<file path="src/hdl/pcal_pkg.sv">
`default_nettype none
package pcal_pkg;

  localparam int NUM_POINTS = 8;
  localparam int PT_AW = (NUM_POINTS > 1) ? $clog2(NUM_POINTS) : 1;

  localparam int DIV_NUM_W = 32;
  localparam int DIV_DEN_W = 16;
  localparam int DIV_CNT_W = $clog2(DIV_NUM_W);

  localparam logic [15:0] MIN_SETPOINT = 16'd10;
  localparam logic [15:0] AVG_SCALE = 16'd10000;
  localparam logic signed [33:0] OFFSET_MAX = 34'sd65535;

  localparam logic [1:0] MODE_AVERAGE = 2'd1;
  localparam logic [1:0] MODE_TABLE = 2'd2;

  localparam logic [1:0] CFG_APPLY_MODE = 2'd0;
  localparam logic [1:0] CFG_CAL_TEST = 2'd1;
  localparam logic [1:0] CFG_CAL_SAVED = 2'd2;
  localparam logic [1:0] CFG_AVG_PERCENT = 2'd3;

  localparam logic KIND_LOAD = 1'b0;
  localparam logic KIND_COMPUTE = 1'b1;

  typedef enum logic [2:0] {
    STAT_DISABLED = 3'd0,
    STAT_BELOW_MIN = 3'd1,
    STAT_HIT = 3'd2,
    STAT_MISS = 3'd3,
    STAT_AVERAGE = 3'd4
  } status_t;

  typedef enum logic [2:0] {
    ST_IDLE,
    ST_FETCH,
    ST_CMP,
    ST_MUL,
    ST_DIV_START,
    ST_DIV_WAIT,
    ST_FINISH,
    ST_DONE
  } state_t;

endpackage
`default_nettype wire

</file>
<file path="src/hdl/pcal_div.sv">
`default_nettype none
module pcal_div
  import pcal_pkg::*;
(
  input  wire logic                 clk,
  input  wire logic                 rst,
  input  wire logic                 start,
  input  wire logic [DIV_NUM_W-1:0] dividend,
  input  wire logic [DIV_DEN_W-1:0] divisor,
  output logic                      done,
  output logic [DIV_NUM_W-1:0]      quot,
  output logic [DIV_DEN_W-1:0]      remainder
);

  logic                 busy;
  logic [DIV_CNT_W-1:0] cnt;
  logic [DIV_DEN_W-1:0] den;
  logic [DIV_DEN_W:0]   shifted;
  logic                 take;

  // restoring division, one quotient bit per cycle
  always_comb begin
    shifted = {remainder, quot[DIV_NUM_W-1]};
    take = (shifted >= {1'b0, den});
  end

  always_ff @(posedge clk) begin
    if (rst) begin
      busy <= 1'b0;
      done <= 1'b0;
      cnt <= '0;
    end else begin
      done <= 1'b0;
      if (start) begin
        busy <= 1'b1;
        cnt <= '0;
      end else if (busy) begin
        cnt <= cnt + 1'b1;
        if (cnt == DIV_CNT_W'(DIV_NUM_W - 1)) begin
          busy <= 1'b0;
          done <= 1'b1;
        end
      end
    end
  end

  always_ff @(posedge clk) begin
    if (start) begin
      quot <= dividend;
      remainder <= '0;
      den <= divisor;
    end else if (busy) begin
      quot <= {quot[DIV_NUM_W-2:0], take};
      remainder <= take ? DIV_DEN_W'(shifted - {1'b0, den}) : shifted[DIV_DEN_W-1:0];
    end
  end

endmodule
`default_nettype wire

</file>
<file path="src/hdl/power_calibration_offset_top.sv">
`default_nettype none
// channel   | signals                         | moves
// ----------+---------------------------------+-------------------------------------
// s_axis    | tvalid tready tdata[55:0] tuser | load point or compute setpoint item
// m_axis    | tvalid tready tdata[23:0] tuser | offset and status result
// cfg       | valid ready index[1:0] data     | register write
//
// a load item is written to the table as it is taken. a compute item goes straight
// to the done state when disabled or below minimum; in lookup it steps through
// fetch and compare per table segment; average mode, or an interpolated hit, adds
// the multiply and the 32-step serial divider.
// rst is synchronous; table contents are undefined until loaded.
// a finished result waits in the output register while the next item is taken.
module power_calibration_offset_top
  import pcal_pkg::*;
(
  input  wire logic        clk,
  input  wire logic        rst,
  input  wire logic        s_axis_tvalid,
  output logic             s_axis_tready,
  input  wire logic [55:0] s_axis_tdata,  // point_index, point_power, point_meter, setpoint
  input  wire logic        s_axis_tuser,  // kind
  output logic             m_axis_tvalid,
  input  wire logic        m_axis_tready,
  output logic [23:0]      m_axis_tdata,  // offset
  output logic [2:0]       m_axis_tuser,  // status
  input  wire logic        cfg_valid,
  output logic             cfg_ready,
  input  wire logic [1:0]  cfg_index,
  input  wire logic [14:0] cfg_data
);

  logic [2:0]  in_point_index;
  logic [15:0] in_point_power;
  logic [15:0] in_point_meter;
  logic [15:0] in_setpoint;

  assign in_point_index = s_axis_tdata[2:0];
  assign in_point_power = s_axis_tdata[18:3];
  assign in_point_meter = s_axis_tdata[34:19];
  assign in_setpoint    = s_axis_tdata[50:35];

  // configuration registers
  logic [1:0]         apply_mode;
  logic               cal_test_active;
  logic               cal_saved;
  logic signed [14:0] average_percent;

  assign cfg_ready = 1'b1;

  always_ff @(posedge clk) begin
    if (rst) begin
      apply_mode <= '0;
      cal_test_active <= 1'b0;
      cal_saved <= 1'b0;
      average_percent <= '0;
    end else if (cfg_valid && cfg_ready) begin
      case (cfg_index)
        CFG_APPLY_MODE:  apply_mode <= cfg_data[1:0];
        CFG_CAL_TEST:    cal_test_active <= cfg_data[0];
        CFG_CAL_SAVED:   cal_saved <= cfg_data[0];
        CFG_AVG_PERCENT: average_percent <= $signed(cfg_data);
        default: ;
      endcase
    end
  end

  // calibration table
  logic [15:0] power_mem [NUM_POINTS];
  logic [15:0] meter_mem [NUM_POINTS];
  logic [15:0] rd_power;
  logic [15:0] rd_meter;
  logic [PT_AW-1:0] seg;

  logic in_xfer;
  logic in_load;
  logic in_compute;

  assign in_xfer = s_axis_tvalid && s_axis_tready;
  assign in_load = in_xfer && (s_axis_tuser == KIND_LOAD);
  assign in_compute = in_xfer && (s_axis_tuser == KIND_COMPUTE);

  always_ff @(posedge clk) begin
    if (in_load && (32'(in_point_index) < NUM_POINTS)) begin
      power_mem[PT_AW'(in_point_index)] <= in_point_power;
      meter_mem[PT_AW'(in_point_index)] <= in_point_meter;
    end
    rd_power <= power_mem[seg];
    rd_meter <= meter_mem[seg];
  end

  // sequencer
  state_t state;
  state_t state_next;

  logic disabled;
  logic below_min;
  logic seg_hit;
  logic seg_last;
  logic [15:0] dy;
  logic div_start;
  logic div_done;
  logic out_load;

  logic [15:0] set_reg;
  logic [15:0] lo_x;
  logic [15:0] lo_y;

  assign disabled = !(apply_mode inside {MODE_AVERAGE, MODE_TABLE}) || cal_test_active ||
                    !cal_saved;
  assign below_min = (in_setpoint < MIN_SETPOINT);
  assign seg_hit = (set_reg >= lo_y) && (set_reg <= rd_meter);
  assign seg_last = (seg == PT_AW'(NUM_POINTS - 1));
  assign dy = rd_meter - lo_y;

  always_ff @(posedge clk) begin
    if (rst) begin
      state <= ST_IDLE;
    end else begin
      state <= state_next;
    end
  end

  always_comb begin
    state_next = state;
    case (state)
      ST_IDLE: begin
        if (in_compute) begin
          if (disabled || below_min) begin
            state_next = ST_DONE;
          end else if (apply_mode == MODE_TABLE) begin
            state_next = ST_FETCH;
          end else begin
            state_next = ST_MUL;
          end
        end
      end
      ST_FETCH: state_next = ST_CMP;
      ST_CMP: begin
        if (seg_hit) begin
          state_next = (dy == '0) ? ST_DONE : ST_MUL;
        end else if (seg_last) begin
          state_next = ST_DONE;
        end else begin
          state_next = ST_FETCH;
        end
      end
      ST_MUL:       state_next = ST_DIV_START;
      ST_DIV_START: state_next = ST_DIV_WAIT;
      ST_DIV_WAIT: begin
        if (div_done) begin
          state_next = ST_FINISH;
        end
      end
      ST_FINISH: state_next = ST_DONE;
      ST_DONE: begin
        if (!m_axis_tvalid || m_axis_tready) begin
          state_next = ST_IDLE;
        end
      end
      default: state_next = ST_IDLE;
    endcase
  end

  always_comb begin
    s_axis_tready = (state == ST_IDLE);
    div_start = (state == ST_DIV_START);
    out_load = (state == ST_DONE) && (!m_axis_tvalid || m_axis_tready);
  end

  // shared multiply and divide datapath
  logic signed [16:0] op_a;
  logic signed [16:0] op_b;
  logic [15:0]        den;
  logic signed [33:0] prod;
  logic               is_avg;
  logic               neg;
  logic [33:0]        prod_mag;

  logic [DIV_NUM_W-1:0] quot;
  logic [DIV_DEN_W-1:0] rem;

  logic               round_up;
  logic [32:0]        q_round;
  logic signed [33:0] q_signed;
  logic signed [33:0] interp_off;
  logic signed [33:0] avg_off;

  logic signed [16:0] res_offset;
  status_t            res_status;

  assign prod_mag = prod[33] ? 34'(-prod) : 34'(prod);

  pcal_div u_div (
    .clk       (clk),
    .rst       (rst),
    .start     (div_start),
    .dividend  (prod_mag[DIV_NUM_W-1:0]),
    .divisor   (den),
    .done      (div_done),
    .quot      (quot),
    .remainder (rem)
  );

  // round half away from zero: bump when twice the remainder reaches the divisor
  always_comb begin
    round_up = ({rem, 1'b0} >= {1'b0, den});
    q_round = {1'b0, quot} + 33'(round_up);
    q_signed = neg ? -$signed({1'b0, q_round}) : $signed({1'b0, q_round});
    interp_off = $signed({18'd0, lo_x}) + q_signed - $signed({18'd0, set_reg});
    if (q_signed > OFFSET_MAX) begin
      avg_off = OFFSET_MAX;
    end else if (q_signed < -OFFSET_MAX) begin
      avg_off = -OFFSET_MAX;
    end else begin
      avg_off = q_signed;
    end
  end

  always_ff @(posedge clk) begin
    case (state)
      ST_IDLE: begin
        set_reg <= in_setpoint;
        lo_x <= '0;
        lo_y <= '0;
        seg <= '0;
        is_avg <= (apply_mode == MODE_AVERAGE);
        op_a <= 17'(average_percent);
        op_b <= $signed({1'b0, in_setpoint});
        den <= AVG_SCALE;
        res_offset <= '0;
        if (disabled) begin
          res_status <= STAT_DISABLED;
        end else begin
          res_status <= STAT_BELOW_MIN;
        end
      end
      ST_CMP: begin
        op_a <= $signed({1'b0, rd_power}) - $signed({1'b0, lo_x});
        op_b <= $signed({1'b0, set_reg - lo_y});
        den <= dy;
        if (seg_hit) begin
          res_status <= STAT_HIT;
          res_offset <= $signed({1'b0, lo_x}) - $signed({1'b0, set_reg});
        end else begin
          res_status <= STAT_MISS;
          res_offset <= '0;
          lo_x <= rd_power;
          lo_y <= rd_meter;
          seg <= seg + 1'b1;
        end
      end
      ST_MUL: prod <= op_a * op_b;
      ST_DIV_START: neg <= prod[33];
      ST_FINISH: begin
        if (is_avg) begin
          res_offset <= avg_off[16:0];
          res_status <= STAT_AVERAGE;
        end else begin
          res_offset <= interp_off[16:0];
          res_status <= STAT_HIT;
        end
      end
      default: ;
    endcase
  end

  // output register
  always_ff @(posedge clk) begin
    if (rst) begin
      m_axis_tvalid <= 1'b0;
    end else if (out_load) begin
      m_axis_tvalid <= 1'b1;
    end else if (m_axis_tready) begin
      m_axis_tvalid <= 1'b0;
    end
  end

  always_ff @(posedge clk) begin
    if (out_load) begin
      m_axis_tdata <= {7'd0, res_offset};
      m_axis_tuser <= res_status;
    end
  end

endmodule
`default_nettype wire
</file>
<file path="config.mk">
export PLATFORM = sky130hd
export DESIGN_NAME = power_calibration_offset_top
export DESIGN_NICKNAME = d
export VERILOG_FILES = /design/src/hdl/pcal_pkg.sv /design/src/hdl/pcal_div.sv /design/src/hdl/power_calibration_offset_top.sv
export SDC_FILE = /design/constraint.sdc
export NUM_CORES = 2
export LEC_CHECK = 0
export BUFFER_PORTS_ARGS = -buffer_cell sky130_fd_sc_hd__buf_2
export CAP_MARGIN = 0
export CORE_UTILIZATION = 35
export DETAILED_ROUTE_END_ITERATION = 8
export PLACE_DENSITY_LB_ADDON = 0.12
export RECOVER_POWER = 25
export SLEW_MARGIN = 10
export SYNTH_ARGS = -nofsm -noshare
export SYNTH_HDL_FRONTEND = slang
export SYNTH_SLANG_ARGS = --single-unit
</file>
<file path="constraint.sdc">
create_clock -name clk -period 10.8 [get_ports clk]
set_input_delay 1.62 -clock clk [delete_from_list [all_inputs] [get_ports clk]]
set_output_delay 1.62 -clock clk [all_outputs]
set_load 0.02 [all_outputs]
</file>
==> results.sh <==
export IMPL_outcome="finished, final reports clean"
export IMPL_synth_top_cell_area_share_pct=37.0
export IMPL_fin_util_pct=39.1
export IMPL_hpwlAfterDp_microns=77900
export IMPL_fp_row_count=121
export IMPL_critPathMaxFanout=15
export IMPL_drc=0
export IMPL_chipHeight_microns=335
export IMPL_setup_tns_final_ns=0
export IMPL_fin_crit_sh_pct=76.1
export IMPL_syn2layout_area_growth_pct=10.0
export IMPL_rsz0062_at_grt="no"
export IMPL_grt_antenna_before_repair=22
export IMPL_vias_per_cell=5.00
export IMPL_worst_pin_slew_ns=1.18
export IMPL_cts_resized=0
export IMPL_max_stage_delay_ns=0.77
export IMPL_reg2regPathDepth=28
export IMPL_final_cell_mix="inv_1 (492), edfxtp_1 (479), nand2_1 (351), fa_1 (300), ha_1 (224)"
export IMPL_ff_latch_area_sq_um=15900
export IMPL_ant_nets=0
export IMPL_drv_cap=0
export IMPL_ioPinCount=109
export IMPL_synth_async_reset_ratio_pct=0
export IMPL_cts_root_buf="clkbuf_16"
export IMPL_yosysUniqueCellTypes=88
export IMPL_ys_flop_type="edfxtp_1"
export IMPL_setup_violations=0
export IMPL_clockBufferDepth=3
export IMPL_die_area_sq_um=112000
export IMPL_portBuffers=95
export IMPL_synth_area_leaders="edfxtp_1 (37%), fa_1 (15%), ha_1 (7.2%)"
export IMPL_synth_area_leader_cell="edfxtp_1"
export IMPL_synth_area_sq_um=38900
export IMPL_r2r_start="den[1]"
export IMPL_clk_pin_slew_ns=0.06
export IMPL_multiInputGateArea_sq_um=20600
export IMPL_clkSinkCount=557
export IMPL_setup_worst_path_start="den[1]"
export IMPL_synthCells=3467
export IMPL_vias=25300
export IMPL_grt_overflow=0
export IMPL_fillers=10800
export IMPL_hold_buffers=0
export IMPL_slowest_stage="nor4_1"
export IMPL_hold_viol=0
export IMPL_drtIter0Drc=1619
export IMPL_cts_tree="yes"
export IMPL_cp_start_kind="flip-flop"
export IMPL_worst_ep_required_time_ns=11.18
export IMPL_r2r_end="res_offset[1]"
export IMPL_grt_pass1_vias=26200
export IMPL_initial_core_util_pct=35.5
export IMPL_final_nets=4121
export IMPL_min_delay_path_class="reg2reg"
export IMPL_gp_congestion=0.869
export IMPL_max_freq_ghz=0.122
export IMPL_maxSlewHeadroom_pct=21.2
export IMPL_biggestRegsByFlops="meter_mem: 128 flops, power_mem: 128 flops, prod: 33 flops"
export IMPL_maxSlewViolCount=0
export IMPL_core_sq_um=109000
export IMPL_wl_microns=103000
export IMPL_endpoint="res_offset[1]"
export IMPL_layout_min_cycle_time_ns=8.22
export IMPL_rrSetupSlack_ns=2.58
export IMPL_path_class="reg2reg"
export IMPL_htreeDepth=2
export IMPL_post_cts_repair_setup_buffers=0
export IMPL_synth_edf_count=479
export IMPL_syn_area_per_cell_sq_um=11.2
export IMPL_skew_ns=0.0501
export IMPL_grt_pass1_wl_microns=160000
export IMPL_cts_buffers_inserted=59
export IMPL_clk_latency_ns=0.65
export IMPL_crit_path_frequent_cell="o21a_1"
export IMPL_yosysWarnings=0
export IMPL_grtUsageTotal_pct=18.7
export IMPL_wl_per_cell_microns=20.4
export IMPL_drtPass1Iterations=7
export IMPL_ys_seq_area_share_pct=41.0
export IMPL_grt_max_degree=79
export IMPL_drive_gt1_share_pct=9.25
export IMPL_crit_path_end_kind="flip-flop"
export IMPL_final_common_cell="inv_1"
export IMPL_die_width_microns=335
export IMPL_worstPathArrival_ns=8.59
export IMPL_ys_seq_elements=557
[per-layer routing]
layer	global-route usage [%]	wire length (microns)	vias up
met5	0	91	-
met4	4.88	2380	16
met3	3.19	5170	136
met2	30.4	47900	445
met1	25.7	47600	12700
li1	-	-	12000
[worst max-delay path, delay by kind of cell (launching register included)]
| family | cells | cell delay [ns] |
|---|---|---|
| AND/OR/NAND/NOR | 9 | 3.32 |
| AO/OA/AOI/OAI | 14 | 2.76 |
| adder cells (fa/ha/maj) | 3 | 1.10 |
| XOR/XNOR | 1 | 0.40 |
| flip-flops | 1 | 0.35 |
| buffers and inverters | 1 | 0.05 |
[synth_stat cells, drive strengths merged (87+ instances only)]
cell type,instances
a21oi,123
nand2,353
nor2,136
edfxtp,479
fa,300
clkbuf,112
xor2,87
ha,224
inv,493
o21ai,157
xnor2,100
and2,129
[metrics by stage]
| stage | instance area [sq um] | setup slack, ns | hold WS, ns | instances |
|---|---|---|---|---|
| 4_1_cts | 42800 | 2.49 | 0.418 | 5044 |
| 5_1_grt | 42800 | 1.80 | 0.423 | 5046 |
| 3_5_place_dp | 40900 | 2.56 | 0.405 | 4933 |
| 6_report | 42800 | 2.58 | 0.417 | 5049 |
| 2_1_floorplan | 38900 | 4.14 | 0.400 | 3473 |
| 3_3_place_gp | 40900 | 2.56 | 0.403 | 4933 |
[area by class of cell]
cell class              instances  share of cell area (%)
well taps                    1476                    4.31
multi-input cells            2282                    48.1
flip-flops and latches        557                    37.3
repair buffers                125                    1.51
clock inverters                25                   0.441
diodes                          5                  0.0292
inverters                     493                    4.32
clock buffers                  86                    3.99
[how the worst min path moves through the flow]
stage,startpoint,endpoint,slack (ns),depth (start not counted)
3_3_place_gp,res_offset[3],m_axis_tdata[3],0.40,0
4_1_cts,res_offset[2],m_axis_tdata[2],0.42,0
5_1_grt,res_offset[1],m_axis_tdata[1],0.42,0
6_report,res_offset[2],m_axis_tdata[2],0.42,0
2_1_floorplan,res_offset[0],m_axis_tdata[0],0.40,0
3_5_place_dp,res_offset[2],m_axis_tdata[2],0.41,0
[logic make-up (layout without fill, tap and decap cells)]
logic type	after synthesis	count (layout)	synth area share, %
flip-flops	557	557	41.0
buffers and inverters	634	729	6.32
AO/OA/AOI/OAI	518	518	8.71
multiplexers	122	122	5.31
adder cells (fa/ha/maj)	524	524	22.6
AND/OR/NAND/NOR	923	923	11.8
XOR/XNOR	187	187	4.21
other	2	13	0.0193
Power is not shown: default switching activity piles up to over one toggle a cycle in this logic, so the estimate is an artifact.
